[src/rtl/trpt_pkg.sv]
`default_nettype none
package trpt_pkg;

  localparam int FRAC_BITS    = 8;
  localparam int CORDIC_STEPS = 16;
  localparam int GUARD_BITS   = 8;

  localparam int COORD_W = 20;
  localparam int SHIFT_W = 11;
  localparam int TIME_W  = 48;
  localparam int RATE_W  = 32;
  localparam int STEP_W  = 8;
  localparam int DATA_W  = 64;
  localparam int ADDR_W  = 6;
  localparam int REG_IDX_W = ADDR_W - 3;

  localparam int STEP_RESET = 4;

  localparam int SUM_W = ((COORD_W > SHIFT_W + FRAC_BITS) ? COORD_W :
                          SHIFT_W + FRAC_BITS) + 1;
  localparam int XY_W  = SUM_W + GUARD_BITS + 3;
  localparam int Z_W   = RATE_W;
  localparam int IDX_W = $clog2(CORDIC_STEPS);

  localparam int GAIN_W = 31;
  localparam logic signed [GAIN_W-1:0] GAIN_Q30 = 31'sd652032874;
  localparam int SCALE  = 30 + GUARD_BITS;
  localparam int PROD_W = XY_W + GAIN_W;
  localparam int RND_W  = PROD_W - SCALE;
  localparam logic [PROD_W-1:0] ROUND_HALF = PROD_W'(1) << (SCALE - 1);

  localparam logic [31:0] ATAN_TURNS [0:23] = '{
    32'd536870912, 32'd316933406, 32'd167458907, 32'd85004756,
    32'd42667331,  32'd21354465,  32'd10679838,  32'd5340245,
    32'd2670163,   32'd1335087,   32'd667544,    32'd333772,
    32'd166886,    32'd83443,     32'd41722,     32'd20861,
    32'd10430,     32'd5215,      32'd2608,      32'd1304,
    32'd652,       32'd326,       32'd163,       32'd81
  };

  typedef enum logic [REG_IDX_W-1:0] {
    REG_ANGULAR_RATE  = 3'd0,
    REG_TIME_STEP_MS  = 3'd1,
    REG_START_TIME_MS = 3'd2,
    REG_SHIFT_X       = 3'd3,
    REG_SHIFT_Y       = 3'd4
  } reg_idx_t;

  typedef struct packed {
    logic [RATE_W-1:0]  angular_rate;
    logic [STEP_W-1:0]  time_step_ms;
    logic [TIME_W-1:0]  start_time_ms;
    logic [SHIFT_W-1:0] shift_x;
    logic [SHIFT_W-1:0] shift_y;
  } cfg_t;

  typedef struct packed {
    logic signed [XY_W-1:0] x;
    logic signed [XY_W-1:0] y;
    logic signed [Z_W-1:0]  z;
  } vec_t;

  function automatic logic signed [COORD_W-1:0] round_sat(
    input logic signed [PROD_W-1:0] p
  );
    logic [PROD_W-1:0]  sum;
    logic [RND_W-1:0]   r;
    logic [COORD_W-1:0] res;
    sum = p + ROUND_HALF;
    r   = sum[PROD_W-1:SCALE];
    if (r[RND_W-1:COORD_W-1] != {(RND_W-COORD_W+1){r[RND_W-1]}}) begin
      res = r[RND_W-1] ? {1'b1, {(COORD_W-1){1'b0}}} : {1'b0, {(COORD_W-1){1'b1}}};
    end else begin
      res = r[COORD_W-1:0];
    end
    return res;
  endfunction

endpackage
`default_nettype wire

[src/rtl/trpt_cell.sv]
`default_nettype none
module trpt_cell (
  input  logic                       clk,
  input  logic                       rst,
  input  logic [trpt_pkg::IDX_W-1:0] step_idx,
  input  logic [trpt_pkg::Z_W-1:0]   angle,
  input  logic                       up_valid,
  input  trpt_pkg::vec_t             up_vec,
  output logic                       valid,
  output trpt_pkg::vec_t             vec
);
  import trpt_pkg::*;

  logic signed [XY_W-1:0] dx;
  logic signed [XY_W-1:0] dy;
  vec_t                   vec_next;

  always_comb begin
    dx = $signed(up_vec.y) >>> step_idx;
    dy = $signed(up_vec.x) >>> step_idx;
    if (!up_vec.z[Z_W-1]) begin
      vec_next.x = up_vec.x - dx;
      vec_next.y = up_vec.y + dy;
      vec_next.z = up_vec.z - angle;
    end else begin
      vec_next.x = up_vec.x + dx;
      vec_next.y = up_vec.y - dy;
      vec_next.z = up_vec.z + angle;
    end
  end

  always_ff @(posedge clk) begin
    if (rst) begin
      valid <= 1'b0;
    end else begin
      valid <= up_valid;
    end
  end

  always_ff @(posedge clk) begin
    vec <= vec_next;
  end

endmodule
`default_nettype wire

[config.mk]
export PLATFORM = sky130hd
export DESIGN_NAME = trpt_cell
export DESIGN_NICKNAME = d
export VERILOG_FILES = /design/src/rtl/trpt_pkg.sv /design/src/rtl/trpt_cell.sv
export SDC_FILE = /design/constraint.sdc
export NUM_CORES = 1
export LEC_CHECK = 0
export BUFFER_PORTS_ARGS = -buffer_cell sky130_fd_sc_hd__buf_2
export CAP_MARGIN = 15
export CORE_UTILIZATION = 55
export DETAILED_ROUTE_END_ITERATION = 10
export PLACE_DENSITY_LB_ADDON = 0.3
export SKIP_LAST_GASP = 1
export SYNTH_ARGS = -nofsm -noshare
export SYNTH_HDL_FRONTEND = slang
export SYNTH_SLANG_ARGS = --single-unit
[constraint.sdc]
create_clock -name clk -period 8.2 [get_ports clk]
set_input_delay 1.23 -clock clk [delete_from_list [all_inputs] [get_ports clk]]
set_output_delay 1.23 -clock clk [all_outputs]
set_load 0.01 [all_outputs]
Word-level counts from Yosys, hierarchy flattened
Cells that the tools add are included.

Output and inout port bits: 97. Bits in registers: 97. Word-level logic and storage cells: 13. Input port bits: 135.

Shifts and indexed selects: 2. Muxes and demuxes: 1. $add $sub $neg: 6.

Operators by type and width (number): 32-bit adder (3); 96-bit two-way mux (1); 32-bit subtractor (3); 32-bit by 4-bit >>> shifter with 32-bit output (2).

Logic depth before layout (Yosys ltp)
Depth after elaboration: 3. Depth in mapped cells: 26. Mapped depth without buffers: 21.

Least setup slack after synthesis
OpenSTA, ideal clock, no wires.

Path kind: input to register. Start: in step_idx[2] (netlist name). End: reg vec[62] (netlist name). Setup slack: 1.609 ns. Required time: 8.076 ns. Stages on the path: 24. Path buffers: 7. Data arrival time: 6.468 ns. Cell sequence: buf_2 > buf_2 > buf_2 > clkbuf_1 > buf_1 > clkbuf_1 > clkbuf_1 > o21a_1 > ha_1 > nand2b_1 > nor3_2 > nand2_1 > o21ba_2 > xnor2_1 > ha_1 > and4_1 > nor2b_1 > o32ai_1 > o32ai_1 > o41a_1 > a221o_1 > o221ai_1 > mux2i_1 > nand3_1.

RTL lines: start, declared (line trpt_cell.sv:5) `input logic [trpt_pkg::IDX_W-1:0] step_idx,`; end signal, assigned (line trpt_cell.sv:41) `vec <= vec_next;`; end, declared (line trpt_cell.sv:10) `output trpt_pkg::vec_t vec`.

==> reports/qor.yml <==
worst_setup_path:
  path_class: "primary input to flop"
  required_ps: 8510
  arrival_ps: 6910
  critPathLaunchType: "primary input"
  cp_common_cell: "nand3_1"
  endpoint_kind: "flop"
  max_stage_delay_ps: 610
  worst_path_max_delay_cell: "mux4_2"
  crit_fanout: 54
  path_cells: "buf_4 > buf_4 > mux4_2 > mux2i_1 > nand3_1 > a21oi_1 > and2_1 > and3_1 > a21oi_1 > xor2_1 > ha_1 > nand4_1 > a2111oi_0 > o21ai_0 > o21ai_0 > nand3_1 > a311o_1 > nand3_1"
global_routing:
  grt_max_degree: 55
  grt_pass1_vias: 10500
  grt_first_pass_wirelength_um: 52000
  antenna_found_initial: 4
  grtUsageTotal_pct: 29.1
  grt_overflow_total: 0
cells_and_area:
  final_net_count: 1805
  final_core_util_pct: 64.2
  fillers: 1797
  drive_gt1_share_pct: 23.8
  area_growth_pct: 13.2
  multi_input_area_sq_um: 9640
  area.sequential_sq_um: 1940
floorplanning:
  dieArea_sq_um: 22600
  fp.dieH_um: 150
  die_width_um: 150
  start_util_pct: 56.7
  rows: 53
  io-pin-count: 232
  core_area_sq_um: 21300
clocking:
  clock_path_buffers: 2
  cts_resized: 0
  clkTransAtPathRegs_ps: 80
  ctsRootBufferMaster: "clkbuf_16"
  cts_inserted_buffers: 9
  clkSinkCount: 97
  h-tree-depth: 3
  post-cts-setup-buffer-count: 0
  cts_tree: "built"
  hold_buffers: 0
sta:
  finalHoldViolations: 0
  final_max_slew_viol_count: 0
  tightest_slew_ps: 856
  rsz0062_at_grt: "no"
  finalSetupTns_ps: 0
  fin_crit_sh_pct: 80.6
  min_period_ps: 6610
  timing.fmax_mhz: 151
  relSlewSlack_pct: 42.4
  finalSetupViolCount: 0
route:
  firstDrtPassIters: 5
  drt_iter0_markers: 893
  wl_per_cell_um: 17.9
  wirelength_um: 33000
  drc: 0
  antenna_left: 0
  vias_per_cell: 6.17
  via_count: 11400
synthesis:
  synth_ff_type: "dfxtp_1"
  yosysSeqAreaShare_pct: 16.1
  syn-cell-area_sq_um: 12100
  synth-async-reset-ratio_pct: 0
  avgSynthCellArea_sq_um: 8.84
  synth_nets: 1607
  synth_top_area_share_pct: 16.1
  yosysTopAreaCell: "dfxtp_1"
  ys_seq_elements: 97
  synth_edf_count: 0
  synthCells: 1366
  ys_warn_count: 0
  synth.distinct_cells: 83
  synth.top_cells.by_area: "dfxtp_1 (16%), mux4_2 (12%), ha_1 (11%)"
power:
  power-per-cell-area_nw_per_um2: 195
  irDropWorstVdd_uv: 122
  p_leak_nw: 6.12
placed_design:
  hpwl_um: 25800
  numPortBuffers: 231
  routabilityCongestion: 0.936
run:
  drv_cap: 0
worst_hold_path:
  hp-class: "primary input to flop"
run_status:
  status: "completed"
## cell usage after synthesis (all sizes together) (4+ instances only)
cell and number:
nor3 30, nand3 25, a31oi 20, ha 103
mux2 26, o211ai 6, a41oi 5, o21bai 12
nand2 93, a221oi 4, o21ai 77, a211oi 11
and3 13, xnor2 100, o31ai 7, nor3b 6
inv 45, nand4 11, dfxtp 97, nor4 6
o21a 12, nor2b 9, or2 7, nor2 113
xor2 70, clkbuf 19, o221ai 4, o31a 5
nand2b 22, mux4 83, a21oi 138, mux2i 32
a21o 46, and2 19, buf 36
## placed cells by master, fill, tap and decap left out, drive strengths merged, types with 26 or more instances in the layout
master / netlist / final
buf: 36 / 242
a21oi: 138 / 138
nor2: 113 / 113
ha: 103 / 103
xnor2: 100 / 100
dfxtp: 97 / 97
nand2: 93 / 93
mux4: 83 / 83
o21ai: 77 / 77
xor2: 70 / 70
inv: 45 / 47
a21o: 46 / 46
mux2i: 32 / 32
nor3: 30 / 30
mux2: 26 / 26
## critical path, delay by kind of cell
family                   cells  cell delay, ps
multiplexers                 2            1000
adder cells (fa/ha/maj)      1             370
AND/OR/NAND/NOR              6            1070
buffers and inverters        2            1050
AO/OA/AOI/OAI                6            1980
XOR/XNOR                     1             160
## layout make-up
class,count,area share (%)
Inverter,46,1.26
Clock buffer,9,1.65
Sequential cell,97,14.2
Clock inverter,7,0.741
Antenna cell,2,0.0366
Multi-Input combinational cell,1168,70.5
Tap cell,275,2.52
Timing Repair Buffer,242,9.08
## worst paths after layout
path,slack (ps),cells after the start,start,end
worst max-delay path,1590,18,step_idx[1],vec[92]$_DFF_P_
worst min-delay path,1020,2,rst,valid$_SDFF_PP0_
## registers in the layout (all words and copies together), names as in the netlist
signal  cells
valid       1
vec        96
## stage by stage
stage	hold WS (ps)	total power [mW]	cells	area, sq um	setup WS [ps]
detailed placement	1400	2.19	1828	13300	1310
floorplan	1300	1.76	1366	12100	1610
finish	1020	2.67	1846	13700	1590
CTS	1010	2.68	1844	13700	1660
global placement	1390	2.18	1828	13300	1450
global route	1010	2.87	1844	13700	1080
## layer usage
| layer | track usage (%) | up-vias | part of all wire [%] |
|---|---|---|---|
| met2 | 46.8 | 528 | 45 |
| met3 | 6.00 | 64 | 9.9 |
| met1 | 39.5 | 5277 | 43 |
| li1 | - | 5513 | - |
| met5 | 0 | - | 0 |
| met4 | 8.28 | 0 | 2.1 |
## kinds of logic (layout without fill, tap and decap cells)
group	after synthesis	in the layout	synth area share, %
flip-flops	97	97	16.1
adder cells (fa/ha/maj)	106	106	11.2
other	0	2	0
multiplexers	141	141	21.2
AO/OA/AOI/OAI	386	386	20.4
buffers and inverters	101	304	4.07
XOR/XNOR	170	170	12.3
AND/OR/NAND/NOR	365	365	14.8
## power by group
part           leakage (nW)  total [mW]  internal, mW  switching [mW]
clock network         0.155       0.467         0.247           0.220
registers             0.818       0.720         0.674          0.0455
logic                  5.15        1.48         0.662           0.823
total                  6.12        2.67          1.58            1.09
Note: power is estimated with default switching activity, not from simulation.
