==> src/rtl/trpt_pkg.sv <==
`default_nettype none
package trpt_pkg;

  localparam int FRAC_BITS    = 8;
  localparam int CORDIC_STEPS = 16;
  localparam int GUARD_BITS   = 8;

  localparam int COORD_W = 20;
  localparam int SHIFT_W = 11;
  localparam int TIME_W  = 48;
  localparam int RATE_W  = 32;
  localparam int STEP_W  = 8;
  localparam int DATA_W  = 64;
  localparam int ADDR_W  = 6;
  localparam int REG_IDX_W = ADDR_W - 3;

  localparam int STEP_RESET = 4;

  localparam int SUM_W = ((COORD_W > SHIFT_W + FRAC_BITS) ? COORD_W :
                          SHIFT_W + FRAC_BITS) + 1;
  localparam int XY_W  = SUM_W + GUARD_BITS + 3;
  localparam int Z_W   = RATE_W;
  localparam int IDX_W = $clog2(CORDIC_STEPS);

  localparam int GAIN_W = 31;
  localparam logic signed [GAIN_W-1:0] GAIN_Q30 = 31'sd652032874;
  localparam int SCALE  = 30 + GUARD_BITS;
  localparam int PROD_W = XY_W + GAIN_W;
  localparam int RND_W  = PROD_W - SCALE;
  localparam logic [PROD_W-1:0] ROUND_HALF = PROD_W'(1) << (SCALE - 1);

  localparam logic [31:0] ATAN_TURNS [0:23] = '{
    32'd536870912, 32'd316933406, 32'd167458907, 32'd85004756,
    32'd42667331,  32'd21354465,  32'd10679838,  32'd5340245,
    32'd2670163,   32'd1335087,   32'd667544,    32'd333772,
    32'd166886,    32'd83443,     32'd41722,     32'd20861,
    32'd10430,     32'd5215,      32'd2608,      32'd1304,
    32'd652,       32'd326,       32'd163,       32'd81
  };

  typedef enum logic [REG_IDX_W-1:0] {
    REG_ANGULAR_RATE  = 3'd0,
    REG_TIME_STEP_MS  = 3'd1,
    REG_START_TIME_MS = 3'd2,
    REG_SHIFT_X       = 3'd3,
    REG_SHIFT_Y       = 3'd4
  } reg_idx_t;

  typedef struct packed {
    logic [RATE_W-1:0]  angular_rate;
    logic [STEP_W-1:0]  time_step_ms;
    logic [TIME_W-1:0]  start_time_ms;
    logic [SHIFT_W-1:0] shift_x;
    logic [SHIFT_W-1:0] shift_y;
  } cfg_t;

  typedef struct packed {
    logic signed [XY_W-1:0] x;
    logic signed [XY_W-1:0] y;
    logic signed [Z_W-1:0]  z;
  } vec_t;

  function automatic logic signed [COORD_W-1:0] round_sat(
    input logic signed [PROD_W-1:0] p
  );
    logic [PROD_W-1:0]  sum;
    logic [RND_W-1:0]   r;
    logic [COORD_W-1:0] res;
    sum = p + ROUND_HALF;
    r   = sum[PROD_W-1:SCALE];
    if (r[RND_W-1:COORD_W-1] != {(RND_W-COORD_W+1){r[RND_W-1]}}) begin
      res = r[RND_W-1] ? {1'b1, {(COORD_W-1){1'b0}}} : {1'b0, {(COORD_W-1){1'b1}}};
    end else begin
      res = r[COORD_W-1:0];
    end
    return res;
  endfunction

endpackage
`default_nettype wire

==> src/rtl/trpt_regs.sv <==
`default_nettype none
module trpt_regs (
  input  logic                        clk,
  input  logic                        rst,
  input  logic                        psel,
  input  logic                        penable,
  input  logic                        pwrite,
  input  logic [trpt_pkg::ADDR_W-1:0] paddr,
  input  logic [trpt_pkg::DATA_W-1:0] pwdata,
  output logic [trpt_pkg::DATA_W-1:0] prdata,
  output logic                        pready,
  output trpt_pkg::cfg_t              cfg
);
  import trpt_pkg::*;

  logic [RATE_W-1:0]    angular_rate;
  logic [STEP_W-1:0]    time_step_ms;
  logic [TIME_W-1:0]    start_time_ms;
  logic [SHIFT_W-1:0]   shift_x;
  logic [SHIFT_W-1:0]   shift_y;
  logic [REG_IDX_W-1:0] idx;
  logic                 wr;

  assign pready = 1'b1;
  assign idx    = paddr[ADDR_W-1:3];
  assign wr     = psel && penable && pwrite && pready;

  always_ff @(posedge clk) begin
    if (rst) begin
      angular_rate  <= '0;
      time_step_ms  <= STEP_W'(STEP_RESET);
      start_time_ms <= '0;
      shift_x       <= '0;
      shift_y       <= '0;
    end else if (wr) begin
      unique case (reg_idx_t'(idx))
        REG_ANGULAR_RATE:  angular_rate  <= pwdata[RATE_W-1:0];
        REG_TIME_STEP_MS:  time_step_ms  <= pwdata[STEP_W-1:0];
        REG_START_TIME_MS: start_time_ms <= pwdata[TIME_W-1:0];
        REG_SHIFT_X:       shift_x       <= pwdata[SHIFT_W-1:0];
        REG_SHIFT_Y:       shift_y       <= pwdata[SHIFT_W-1:0];
        default: ;
      endcase
    end
  end

  always_comb begin
    unique case (reg_idx_t'(idx))
      REG_ANGULAR_RATE:  prdata = DATA_W'(angular_rate);
      REG_TIME_STEP_MS:  prdata = DATA_W'(time_step_ms);
      REG_START_TIME_MS: prdata = DATA_W'(start_time_ms);
      REG_SHIFT_X:       prdata = DATA_W'(shift_x);
      REG_SHIFT_Y:       prdata = DATA_W'(shift_y);
      default:           prdata = '0;
    endcase
  end

  assign cfg.angular_rate  = angular_rate;
  assign cfg.time_step_ms  = time_step_ms;
  assign cfg.start_time_ms = start_time_ms;
  assign cfg.shift_x       = shift_x;
  assign cfg.shift_y       = shift_y;

endmodule
`default_nettype wire

==> config.mk <==
export PLATFORM = sky130hd
export DESIGN_NAME = trpt_regs
export DESIGN_NICKNAME = d
export VERILOG_FILES = /design/src/rtl/trpt_pkg.sv /design/src/rtl/trpt_regs.sv
export SDC_FILE = /design/constraint.sdc
export NUM_CORES = 1
export LEC_CHECK = 0
export ABC_AREA = 1
export BUFFER_PORTS_ARGS = -buffer_cell sky130_fd_sc_hd__buf_2
export CELL_PAD_IN_SITES_DETAIL_PLACEMENT = 1
export CELL_PAD_IN_SITES_GLOBAL_PLACEMENT = 2
export CORE_MARGIN = 2
export CORE_UTILIZATION = 23
export DETAILED_ROUTE_END_ITERATION = 6
export PLACE_DENSITY_LB_ADDON = 0.1
export SYNTH_ARGS = -nofsm -noshare
export SYNTH_HDL_FRONTEND = slang
export SYNTH_SLANG_ARGS = --single-unit
==> constraint.sdc <==
create_clock -name clk -period 1.29 [get_ports clk]
set_input_delay 0.0645 -clock clk [delete_from_list [all_inputs] [get_ports clk]]
set_output_delay 0.0645 -clock clk [all_outputs]
set_load 0.01 [all_outputs]
Word level (Yosys, flattened, before mapping)
Cells that the tools add are included.
Widths: inputs -> output; s select.
{"block": "classes", "eq_ne": 4, "n_mux": 1, "reduce_logical": 8}
{"cell": "$pmux 48 s5", "count": 1}
{"cell": "$reduce_and 2->1", "count": 5}
{"cell": "$eq 3x2->1 const B", "count": 2}
{"cell": "$eq 3x1->1 const B", "count": 1}
{"cell": "$eq 3x3->1 const B", "count": 1}
{"cell": "$logic_not 3->1", "count": 1}
{"cell": "$logic_and 1x1->1", "count": 2}
{"block": "word_totals", "regBits": 110, "inputBits": 75, "out_inout_bits": 175, "word_cells": 18}

Depth between registers and ports, before layout
Gate-level depths: netlist (run 1).
{"block": "depth", "depth_word": 3, "ltp_mapped": 8}

Worst setup path after synthesis (run 1)
Ideal clock, no wire load.
{"block": "synth_path", "path_type": "input to register", "from": "input pwrite", "to": "register start_time_ms[33]", "arrival_time_ns": 0.895, "t_required_ns": 1.177, "setup_slack_ns": 0.282, "stages": 7, "path_buffers": 2, "path_cell_list": "nand3_2 -> inv_2 -> buf_2 -> buf_2 -> nand3_1 -> nand2_1 -> nor2_1"}
{"block": "synth_between", "elab_chain_cells": 2}
{"element": "start: declaration", "line_no": "trpt_regs.sv:7", "rtl": "input logic pwrite,"}
{"element": "$logic_and 1x1->1", "line_no": "trpt_regs.sv:26", "rtl": "assign wr = psel && penable && pwrite && pready;"}
{"element": "$reduce_and 2->1 (no source line)"}
{"element": "end signal: assignment", "line_no": "trpt_regs.sv:39", "rtl": "REG_START_TIME_MS: start_time_ms <= pwdata[TIME_W-1:0];"}
{"element": "end: declaration", "line_no": "trpt_regs.sv:18", "rtl": "logic [TIME_W-1:0] start_time_ms;"}
No other way between the ends.
A chain may end at the register's enable or synchronous reset.

Final worst setup path (run 1)
{"block": "layout_path", "from": "register shift_x[2]", "to": "output prdata[2] in the netlist's numbering"}
{"block": "layout_between", "elab_chain_cells": 1}
{"element": "start: declaration", "line_no": "trpt_regs.sv:19", "rtl": "logic [SHIFT_W-1:0] shift_x;"}
{"element": "start signal: assignment", "line_no": "trpt_regs.sv:40", "rtl": "REG_SHIFT_X: shift_x <= pwdata[SHIFT_W-1:0];"}
{"element": "$pmux 48 s5", "line_no": "trpt_regs.sv:48", "rtl": "unique case (reg_idx_t'(idx))"}
{"element": "end: declaration", "line_no": "trpt_regs.sv:10", "rtl": "output logic [trpt_pkg::DATA_W-1:0] prdata,"}
No other way between the ends.

==> results.txt, run 1 <==
The area enclosed by the die boundary is 25,400 µm². The die outline height is 160 µm. At the worst endpoint, the required time is 1.23 ns.

In this run the critical register-to-register path is launched from shift_x[2]$_SDFFE_PP0P_. The clock-pin transition on the worst setup and hold timing paths came out at 0.08 ns. The combined area of all synthesized cells came out at 5560 µm². The tree built by TritonCTS fans out to 110 sinks.

The data arrival time at the worst-slack endpoint came out at 1.17 ns. The startpoint class of the critical path is a flip-flop. The max capacitance violation total is 0. The number of antenna violations at the first check in global routing is 0. The number of slew-limit violations in the final report was 0. Of the total power, the share spent switching nets is 0.254. The fraction of layout cells with a size suffix above 1 is 0.289. 250 I/O pins were placed.

The flow ran to the end, and the final reports show no timing, DRC or antenna violations. The post-layout total power came out at 7400 µW. The number of rows created at floorplan is 56. The maximum fanout along the worst path is 3. The worst hold path startpoint is pwdata[36]. The worst setup path is captured at a primary output.

The die is 160 µm wide. After routing the design area is 7710 µm². The via count of the first global-routing pass is 5,847. Across all register-to-register paths, the minimum setup slack is 0.58 ns. The critical path is of the reg -> out type. The yosys synthesis warning count is 0. Of the available clock period, the critical path in the final layout requires 0.960. Once detailed placement completed, the half-perimeter wirelength came to 14,900 µm. The synthesized instance count is 893. CTS placed an instance of clkbuf_16 at the clock tree root. The antenna diode count came out at 0. The path with the worst hold slack has its endpoint at start_time_ms[36]$_SDFFE_PP0P_.

The global-route wire length before repair came out at 32,700 µm. The number of nets in the finished design is 1,189. The number of clock buffers added by TritonCTS is 9. The iteration-0 DRC count of the detailed router came out at 204. The tightest hold path in the finished design has a slack of 0.0292 ns. The routed via count divided by cell count is 4.17. The total routing resource utilization after global routing is 0.162. The depth of the worst register-to-register path came out at 3.

A synthesized cell averages 6.23 µm². The internal power component came out at 5530 µW. Setup repair after global routing could not meet its margin everywhere. The sequential share of power came out at 0.469. IR analysis of the VDD net gives a maximum drop of 0.414 mV.

The fraction of power consumed by the clock network is 0.414. The count of filler cells inserted in the layout came out at 3,126. For this block, the routed nets add up to 20,900 µm of wire.

The worst hold path stage count came out at 5. The global-route congestion overflow total is 0. Summed over all failing endpoints, the final setup total negative slack is 0 ns. The largest net degree at the start of global routing is 52. OpenSTA, run right after detailed placement, puts the worst setup slack at 0.0319 ns. For this configuration, the core starts out at a cell density of 0.236. The highest achievable clock rate is 807 MHz. The shortest period the worst path allows is 1.24 ns.

In this run the worst hold path is classified as in -> reg. The distinct cell type count after synthesis is 18. The share of the Yosys chip area taken by registers is 0.396. The cell leakage power is 0.00404 µW. The post-route clock skew is 0 ns. The number of buffers on the longest clock path came out at 2.

For this design the ratio of total power to cell area is 961 nW/µm². TritonCTS built the clock tree. The number of search-and-repair iterations in the first detailed-routing pass came out at 4.

The capturing point of the worst reg2reg path is shift_x[2]$_SDFFE_PP0P_. The placed standard-cell area is 7210 µm². The DRC violations left came out at 0. The clock insertion delay at the later pin of the skew report is 0.35 ns.

The H-tree generated during clock tree synthesis spans 3 levels. The final number of hold-violating endpoints came out at 0. The switching power summed over all nets is 1880 µW. The region available for standard cell placement spans 23,600 µm². The relative contribution of combinational cells to total power is 0.116. The quantity of I/O buffers inserted on ports is 213. The growth of design area from synthesis to finish is 38.6%. The number of antenna-violating nets in the routed design came out at 0. The total vias in the final route is 5,997.

Dividing the detail-routed wire length by the instance count gives 14.5 µm. The final weighted congestion in routability-driven placement is 0.734. The number of endpoints failing setup at the final stage came out at 0.

Counting flops and latches in the post-synthesis netlist gives 110. The final worst-path setup slack came out at 0.0510 ns.
state kept, by name, summed over array words and instances, names as in the netlist:
| name | flops |
|---|---|
| shift_y | 11 |
| shift_x | 11 |
| time_step_ms | 8 |
| start_time_ms | 48 |
| angular_rate | 32 |
critical path, stage by stage, from the launching register on:
cell and delay (ns):
dfxtp_2 0.34, nand4_1 0.08, nand2_1 0.07, nor2_1 0.08, nand2_1 0.10, buf_2 0.15
power by group through the flow:
stage	registers (µW)	clock network, µW	logic, µW
2_1_floorplan	3570	0	475
3_3_place_gp	3550	0	842
3_5_place_dp	3560	0	845
4_1_cts	3480	3210	850
5_1_grt	3480	3350	963
6_report	3470	3070	861
final cells by class:
cell class	instances	area, µm²	area share
multi-input cells	648	2740	0.355
clock buffers	12	246	0.0320
clock inverters	3	68.8	0.00893
flip-flops and latches	110	2220	0.289
inverters	78	298	0.0386
repair buffers	267	1740	0.225
well taps	319	399	0.0518
how the worst max path moves through the flow:
stage | start | slack (ns) | to | cells past startpoint
finish | shift_x[2]$_SDFFE_PP0P_ | 0.05 | prdata[2] | 5
global route | shift_x[2]$_SDFFE_PP0P_ | -0.006 | prdata[2] | 5
CTS | shift_x[2]$_SDFFE_PP0P_ | 0.003 | prdata[2] | 5
detailed placement | paddr[4] | 0.03 | prdata[29] | 8
global placement | paddr[5] | 0.05 | prdata[3] | 8
floorplan | pwrite | 0.28 | start_time_ms[33]$_SDFFE_PP0P_ | 7
cell usage after synthesis:
cell type | number | share of area
buf_1 | 2 | 0.0014
buf_2 | 16 | 0.014
buf_4 | 28 | 0.038
buf_6 | 7 | 0.014
clkbuf_1 | 19 | 0.013
conb_1 | 2 | 0.0014
dfxtp_1 | 110 | 0.40
inv_1 | 75 | 0.051
inv_2 | 3 | 0.0020
nand2_1 | 244 | 0.16
nand3_1 | 121 | 0.11
nand3_2 | 1 | 0.0018
nand3_4 | 2 | 0.0063
nand4_1 | 8 | 0.0090
nor2_1 | 245 | 0.17
nor2_2 | 8 | 0.0090
nor2_8 | 1 | 0.0036
o21ai_0 | 1 | 0.00090
kinds of logic after synthesis:
kind of cell | after synthesis | share of synthesized area
buffers and inverters | 150 | 0.133
other | 2 | 0.00135
AO/OA/AOI/OAI | 1 | 0.000899
AND/OR/NAND/NOR | 630 | 0.469
flip-flops | 110 | 0.396
layer usage:
metal | wire (µm) | GRT usage | share of wire | vias up
met5 | 0 | 0 | 0 | -
met4 | 242 | 0.0438 | 0.012 | 0
met3 | 1060 | 0.0331 | 0.051 | 13
met2 | 9490 | 0.265 | 0.45 | 149
met1 | 10100 | 0.216 | 0.48 | 2714
li1 | - | - | - | 3121
per-stage QoR:
step,utilization,instances
final,0.326,1437
after global placement,0.305,1409
after global routing,0.326,1437
after floorplan,-,908
after detailed placement,0.305,1409
after CTS,0.319,1425
cells in the final DEF, fill, tap and decap left out, types with 9 or more instances in the layout:
cell / instances
inv_1: 74
nor2_1: 241
buf_2: 213
nand3_1: 118
dfxtp_1: 93
conb_1: 17
buf_12: 20
dfxtp_2: 17
clkbuf_16: 9
nand2_1: 240
buf_4: 31
what timing repair did:
| item | in CTS | in global routing |
|---|---|---|
| pin swaps | 4 | 10 |
| endpoints found under the setup margin | 4 | 22 |
| resized for setup | 4 | 28 |
| buffers inserted | 0 | 12 |
| cloned | 0 | 0 |
| endpoints found under the hold margin | 1 | 0 |
| hold buffers | 1 | 0 |
(Power assumes the default switching activity.)
==> run 2, diff against run 1 <==
--- a/config.mk
+++ b/config.mk
@@ -12,6 +12,7 @@
 export CORE_MARGIN = 2
 export CORE_UTILIZATION = 23
 export DETAILED_ROUTE_END_ITERATION = 6
+export GPL_TIMING_DRIVEN = 0
 export PLACE_DENSITY_LB_ADDON = 0.1
 export SYNTH_ARGS = -nofsm -noshare
 export SYNTH_HDL_FRONTEND = slang
==> run 2 against run 1 <==
  * Combinational power grew 5.2%
  * Fmax is 0.33% higher
  * Final cell count up 2.2%
  * Sequential cell count unchanged
  * Clock-buffer cell count unchanged
  * Worst setup slack improved by 0.0040 ns
  * First-iteration DRC count increased by 25%
  * Cell area is 0.75% lower
  * Utilization shrank 0.24 points
  * Die area stayed put
  * Clock power decreased by 7.2%
  * Critical endpoint is now prdata[1]
  * Highest routed layer unchanged
==> results.txt, run 2 (synthesized netlist as in run 1, its figures left out) <==
The capturing point of the worst reg2reg path is shift_x[2]$_SDFFE_PP0P_ (unchanged). The global-route congestion overflow total came out at 0 (unchanged). The I/O pin count came out at 250 (unchanged). The flop-to-flop setup slack came out at 0.60 ns (was 0.58 ns). The die outline height is 160 µm (unchanged). The area enclosed by the die boundary came to 25,400 µm² (unchanged). The type of the most critical hold path is in -> reg (unchanged).

The iteration-0 DRC count of the detailed router came to 254 (was 204). The depth of the worst register-to-register path came out at 3 (unchanged). The multi-input gate area in the final layout came out at 2720 µm² (was 2740 µm²). The DRC violations left is 0 (unchanged). The initial cell density of the core was 0.236 (unchanged).

The number of buffers on the longest clock path came out at 2 (unchanged). The category of the most critical setup path was reg -> out (unchanged). The shortest period the worst path allows was 1.23 ns (was 1.24 ns). The highest achievable clock rate came out at 810 MHz (was 807 MHz). The number of instances in the placed design is 1,440 (was 1,409). The cell type with the highest occurrence count on the critical path was nand2_1 (unchanged). The cell leakage power came to 0.00408 µW (was 0.00404 µW). The number of antenna violations at the first check in global routing came out at 1 (was 0). The power per cell area is 945 nW/µm² (was 961 nW/µm²). The portion of the clock cycle consumed by the worst path in the final layout came to 0.957 (was 0.960). The number of endpoints failing setup at the final stage came out at 0 (unchanged). The worst vdd rail ir drop came out at 0.352 mV (was 0.414 mV).

The required time of the critical path came out at 1.23 ns (about the same). The source of the worst register-to-register timing path is shift_x[2]$_SDFFE_PP0P_ (unchanged). The count of filler cells inserted in the layout came out at 3,144 (was 3,126). RSZ-0062 raised after global routing: yes (unchanged).

The startpoint class of the critical path is a flip-flop (unchanged). The number of rows created at floorplan came to 56 (unchanged). The placed standard-cell area is 7080 µm² (was 7210 µm²).

Ordered cell list for the critical path: nand3_1 > nand2_1 > nor2_1 > nand2_1 > buf_2 (was nand4_1 > nand2_1 > nor2_1 > nand2_1 > buf_2). The cell with the largest stage delay on the worst path is dfxtp_2 (unchanged). The total vias in the final route is 6,250 (was 5,997).

The post-layout instance count excluding filler cells is 1,469 (was 1,437). The worst hold path stage count is 5 (unchanged). The maximum fanout along the worst path was 3 (unchanged).

The final number of hold-violating endpoints is 0 (unchanged). The largest net degree at the start of global routing is 18 (was 52). The number of levels the H-tree was split into is 3 (unchanged). The number of antenna-violating nets in the routed design is 0 (unchanged). The quantity of I/O buffers inserted on ports came out at 213 (unchanged). The number of nets in the finished design is 1,219 (was 1,189). The register containing the most flip-flops in the final layout is start_time_ms (unchanged). The core occupancy in the finished layout came out at 0.324 (was 0.326). The sort of element at the end of the critical path is a primary output (unchanged). The register area came out at 2220 µm² (unchanged). The post-route clock skew came out at 0 ns (unchanged).

The global routing usage on met2 was 0.312 (was 0.265). The final worst-path setup slack came out at 0.0550 ns (was 0.0510 ns). The total wire length came out at 24,000 µm (was 20,900 µm). The number of buffers added by the clock tree synthesis step was 9 (unchanged). The worst hold path endpoint is start_time_ms[36]$_SDFFE_PP0P_ (unchanged). The minimum hold slack is 0.0165 ns (was 0.0292 ns). The maximum cell stage delay along the critical path came out at 0.34 ns (about the same).

The data arrival time at the worst-slack endpoint came out at 1.17 ns (about the same). The layer carrying the most global-route usage is met2 (unchanged). The met1 layer usage reported by global route was 0.253 (was 0.216). The number of search-and-repair iterations in the first detailed-routing pass is 4 (unchanged). The flip-flop count of the largest register after layout is 48 (unchanged). The max capacitance violation total was 0 (unchanged). The average routed wire per standard cell came out at 16.3 µm (was 14.5 µm). The routed via count divided by cell count came out at 4.25 (was 4.17).

The die width is 160 µm (unchanged). The number of slew-limit violations in the final report came to 0 (unchanged). The TritonCTS clock tree is yes (unchanged).

The final weighted congestion in routability-driven placement was 0.755 (was 0.734). The total routing resource utilization after global routing is 0.187 (was 0.162). The clock insertion delay at the later pin of the skew report came to 0.36 ns (was 0.35 ns).

The met3 demand-to-capacity share in global routing is 0.0354 (was 0.0331). The worst-case headroom to the max-slew limit came out at 0.564. The worst setup slack before clock tree synthesis came out at -0.480 ns (was 0.0319 ns). The final design area excluding fillers is 7650 µm² (was 7710 µm²).

The post-DP HPWL is 18,100 µm (was 14,900 µm). The fraction of layout cells with a size suffix above 1 is 0.292 (was 0.289). The clock-pin transition on the worst setup and hold timing paths was 0.08 ns (about the same). Outcome: complete, no violations (unchanged). The via count of the first global-routing pass is 6,186 (was 5,847). The core area came out at 23,600 µm² (unchanged).

The count of clock tree sinks is 110 (unchanged). Leading cell types in the layout, fill and taps excluded: 242 x nor2_1, 241 x nand2_1, 223 x buf_2 (was 241 x nor2_1, 240 x nand2_1, 213 x buf_2). The growth of design area from synthesis to finish was 37.5% (was 38.6%).

The global-route wire length before repair came to 36,900 µm (was 32,700 µm). The worst hold path startpoint is pwdata[36] (unchanged). The cell chosen for the clock root is clkbuf_16 (unchanged). Largest registers: start_time_ms (48), angular_rate (32) (unchanged).

The leading cell type in the layout, fill and taps excluded was nor2_1 (unchanged). The slew of the pin with the lowest slew margin is 0.654 ns.
-- run 2: cell type report --
class,count,area share
Antenna cell,1,0.000327
Tap cell,319,0.0522
Sequential cell,110,0.291
Clock buffer,12,0.0335
Clock inverter,4,0.00393
Timing Repair Buffer,226,0.154
Buffer,71,0.0707
Inverter,78,0.0389
Multi-Input combinational cell,648,0.356
-- run 2: worst max-delay path: cells and delay by family, from the launching register on --
family | cells | cell delay [ns]
flip-flops | 1 | 0.34
buffers and inverters | 1 | 0.14
AND/OR/NAND/NOR | 4 | 0.32
-- run 2: worst max path at each step --
| stage | startpoint | end | slack (ns) | cells after the start |
|---|---|---|---|---|
| finish | shift_y[1]$_SDFFE_PP0P_ | prdata[1] | 0.06 | 5 |
| global route | shift_x[2]$_SDFFE_PP0P_ | prdata[2] | -0.04 | 5 |
| CTS | shift_y[3]$_SDFFE_PP0P_ | prdata[3] | 0.002 | 5 |
| detailed placement | paddr[3] | prdata[18] | -0.48 | 9 |
| global placement | paddr[3] | prdata[26] | -0.45 | 9 |
| floorplan | pwrite | start_time_ms[33]$_SDFFE_PP0P_ | 0.28 | 7 |
-- run 2: power breakdown --
group	switching, µW	internal (µW)
Clock	1410	1430
Combinational	579	327
Sequential	36.6	3440
-- run 2: per-layer routing --
layer	vias to the layer above	wire length [µm]
met1	2904	11400
met4	0	196
met3	11	1210
li1	3177	-
met5	-	0
met2	158	11100
-- run 2: timing repair --
item / 4_1_cts / 5_1_grt
cloned: 0 / 0
setup buffers: 6 / 6
hold buffers: 1 / 0
endpoints found under the hold margin: 1 / 0
gates resized for setup: 37 / 35
endpoints found under the setup margin: 42 / 48
pin swaps: 4 / 14
-- run 2: metrics by stage --
step | TNS (ns) | power [µW]
2_1_floorplan | 0 | 4040
4_1_cts | 0 | 7340
3_3_place_gp | -42.41 | 4410
6_report | 0 | 7220
3_5_place_dp | -40.57 | 4410
5_1_grt | -0.120 | 7570
==> run 3, diff against run 2 <==
--- a/config.mk
+++ b/config.mk
@@ -7,13 +7,13 @@
 export LEC_CHECK = 0
 export ABC_AREA = 1
 export BUFFER_PORTS_ARGS = -buffer_cell sky130_fd_sc_hd__buf_2
-export CELL_PAD_IN_SITES_DETAIL_PLACEMENT = 1
-export CELL_PAD_IN_SITES_GLOBAL_PLACEMENT = 2
+export CELL_PAD_IN_SITES_DETAIL_PLACEMENT = 0
+export CELL_PAD_IN_SITES_GLOBAL_PLACEMENT = 1
 export CORE_MARGIN = 2
-export CORE_UTILIZATION = 23
+export CORE_UTILIZATION = 31
 export DETAILED_ROUTE_END_ITERATION = 6
 export GPL_TIMING_DRIVEN = 0
-export PLACE_DENSITY_LB_ADDON = 0.1
+export PLACE_DENSITY = 0.78
 export SYNTH_ARGS = -nofsm -noshare
 export SYNTH_HDL_FRONTEND = slang
 export SYNTH_SLANG_ARGS = --single-unit
==> constraint.sdc (replaced) <==
create_clock -name clk -period 1.3 [get_ports clk]
set_input_delay 0.065 -clock clk [delete_from_list [all_inputs] [get_ports clk]]
set_output_delay 0.065 -clock clk [all_outputs]
set_load 0.01 [all_outputs]
==> run 3 against run 2 <==
  * Clock power shrank 2%
  * Combinational power shrank 5.3%
  * Sequential cell count is the same
  * Global-route usage grew 2.6 points
==> results.txt, run 3 (synthesized netlist as in run 1, its figures left out) <==
Outcome: complete, no violations (unchanged). The largest net degree at the start of global routing is 17 (was 18). The routed via count divided by cell count came to 4.55 (was 4.25). The layer carrying the most global-route usage is met2 (unchanged). The number of endpoints failing setup at the final stage is 0 (unchanged).

The via count of the first global-routing pass came out at 5,375 (was 6,186). The cell leakage power is 0.00404 µW (was 0.00408 µW). The register area is 2210 µm² (was 2220 µm²). The quantity of I/O buffers inserted on ports came out at 213 (unchanged). The power per cell area is 953 nW/µm² (was 945 nW/µm²). The flip-flop count of the largest register after layout is 48 (unchanged). The average routed wire per standard cell came out at 15.0 µm (was 16.3 µm). The post-DP HPWL came out at 15,100 µm (was 18,100 µm). The number of buffers added by the clock tree synthesis step is 9 (unchanged). The core area is 17,400 µm² (was 23,600 µm²).

The leading cell type in the layout, fill and taps excluded is nor2_1 (unchanged). The total vias in the final route is 6,232 (was 6,250). RSZ-0062 raised after global routing: no (was yes). The clock insertion delay at the later pin of the skew report came out at 0.35 ns (was 0.36 ns). The initial cell density of the core came out at 0.319 (was 0.236). The required time of the critical path came out at 1.24 ns (was 1.23 ns).

The number of buffers on the longest clock path came to 2 (unchanged). The total wire length came out at 20,500 µm (was 24,000 µm). The I/O pin count came out at 250 (unchanged). The number of search-and-repair iterations in the first detailed-routing pass is 5 (was 4). The die width came out at 138 µm (was 160 µm). The category of the most critical setup path is reg -> out (unchanged). The global routing usage on met2 is 0.342 (was 0.312). The maximum fanout along the worst path came out at 3 (unchanged). The worst vdd rail ir drop is 0.611 mV (was 0.352 mV). The number of rows created at floorplan was 48 (was 56). The total routing resource utilization after global routing came to 0.213 (was 0.187). The number of levels the H-tree was split into came to 3 (unchanged). The multi-input gate area in the final layout came out at 2710 µm² (was 2720 µm²). The minimum hold slack is 0.0213 ns (was 0.0165 ns). The setup TNS came out at 0 ns (unchanged). The number of antenna-violating nets in the routed design came out at 0 (unchanged).

The final number of hold-violating endpoints is 0 (unchanged). The worst setup slack before clock tree synthesis came to -0.391 ns (was -0.480 ns). The final worst-path setup slack came out at 0.0534 ns (was 0.0550 ns).

The cell chosen for the clock root is clkbuf_16 (unchanged). The number of antenna violations at the first check in global routing came out at 0 (was 1). The DRC violations left came out at 0 (unchanged).

The global-route wire length before repair is 30,500 µm (was 36,900 µm). The count of filler cells inserted in the layout is 1,944 (was 3,144). The global-route congestion overflow total came to 0 (unchanged). Leading cell types in the layout, fill and taps excluded: 244 x nor2_1, 241 x nand2_1, 224 x buf_2 (was 242 x nor2_1, 241 x nand2_1, 223 x buf_2). The count of clock tree sinks is 110 (unchanged). The growth of design area from synthesis to finish came out at 33.7% (was 37.5%).

The sort of element at the end of the critical path is a primary output (unchanged). The fraction of layout cells with a size suffix above 1 is 0.278 (was 0.292). The iteration-0 DRC count of the detailed router is 383 (was 254). The TritonCTS clock tree is yes (unchanged). The worst-case headroom to the max-slew limit was 0.578 (was 0.564). Largest registers: start_time_ms (48), angular_rate (32) (unchanged). The register containing the most flip-flops in the final layout is start_time_ms (unchanged).

The slew of the pin with the lowest slew margin is 0.633 ns (was 0.654 ns). The max capacitance violation total is 0 (unchanged). The post-route clock skew came to 0 ns (unchanged).

The core occupancy in the finished layout came out at 0.427 (was 0.324). The die outline height came out at 138 µm (was 160 µm). The met1 layer usage reported by global route came out at 0.296 (was 0.253).

The number of nets in the finished design is 1,215 (was 1,219). The area enclosed by the die boundary was 19,000 µm² (was 25,400 µm²). The antenna diode count is 0 (was 1). The number of slew-limit violations in the final report came out at 0 (unchanged). The type of the most critical hold path is in -> reg (unchanged). The data arrival time at the worst-slack endpoint came out at 1.18 ns (was 1.17 ns).

Of the available clock period, the critical path in the final layout requires 0.959. The clock-pin transition on the worst setup and hold timing paths is 0.07 ns (was 0.08 ns). The shortest period the worst path allows came out at 1.25 ns.

The met3 demand-to-capacity share in global routing came out at 0.0314 (was 0.0354). The startpoint class of the critical path is a flip-flop (unchanged). The highest achievable clock rate is 802 MHz. The final weighted congestion in routability-driven placement came out at 0.828 (was 0.755).
## run 3: worst max-delay path: stages (launching register included)
cell	delay, ns
dfxtp_1	0.40
inv_1	0.06
nor2_1	0.09
nor2_1	0.05
nand2_1	0.09
buf_2	0.14
## run 3: routing by layer
metal	up-vias	wire (µm)
li1	3178	-
met1	2795	9220
met2	238	9400
met3	21	1580
met4	0	343
met5	-	0
## run 3: final cells by class
| cell class | instances | share of cell area |
|---|---|---|
| Multi-Input combinational cell | 648 | 0.364 |
| Sequential cell | 110 | 0.297 |
| Timing Repair Buffer | 222 | 0.153 |
| Buffer | 71 | 0.0691 |
| Inverter | 78 | 0.0404 |
| Tap cell | 225 | 0.0379 |
| Clock buffer | 14 | 0.0368 |
| Clock inverter | 2 | 0.00202 |
## run 3: worst paths after layout
check / from / endpoint / slack (ns) / depth (start not counted)
worst max-delay path: start_time_ms[2]$_SDFFE_PP0P_ / prdata[2] / 0.05 / 5
worst min-delay path: pwdata[33] / start_time_ms[33]$_SDFFE_PP0P_ / 0.02 / 5
worst max register to register: angular_rate[5]$_SDFFE_PP0P_ / angular_rate[5]$_SDFFE_PP0P_ / 0.68 / 2
worst min register to register: start_time_ms[42]$_SDFFE_PP0P_ / start_time_ms[42]$_SDFFE_PP0P_ / 0.50 / 2
## run 3: where the power goes
| part | internal [µW] | switching, µW |
|---|---|---|
| logic | 311 | 546 |
| registers | 3410 | 35.9 |
| clock network | 1460 | 1320 |
| total | 5190 | 1900 |
## run 3: what timing repair did
action                                  4_1_cts  5_1_grt
endpoints found under the setup margin       32       73
hold buffers                                  1        0
setup buffers                                 2        6
hold endpoints to repair                      1        0
resized for setup                            20       29
pin swaps                                     2        3
## run 3: stage by stage
step	cells	power (µW)	cell area (µm²)
2_1_floorplan	908	4010	5620
3_3_place_gp	1346	4330	6970
3_5_place_dp	1346	4340	6970
4_1_cts	1365	7150	7350
5_1_grt	1370	7400	7440
6_report	1370	7090	7440
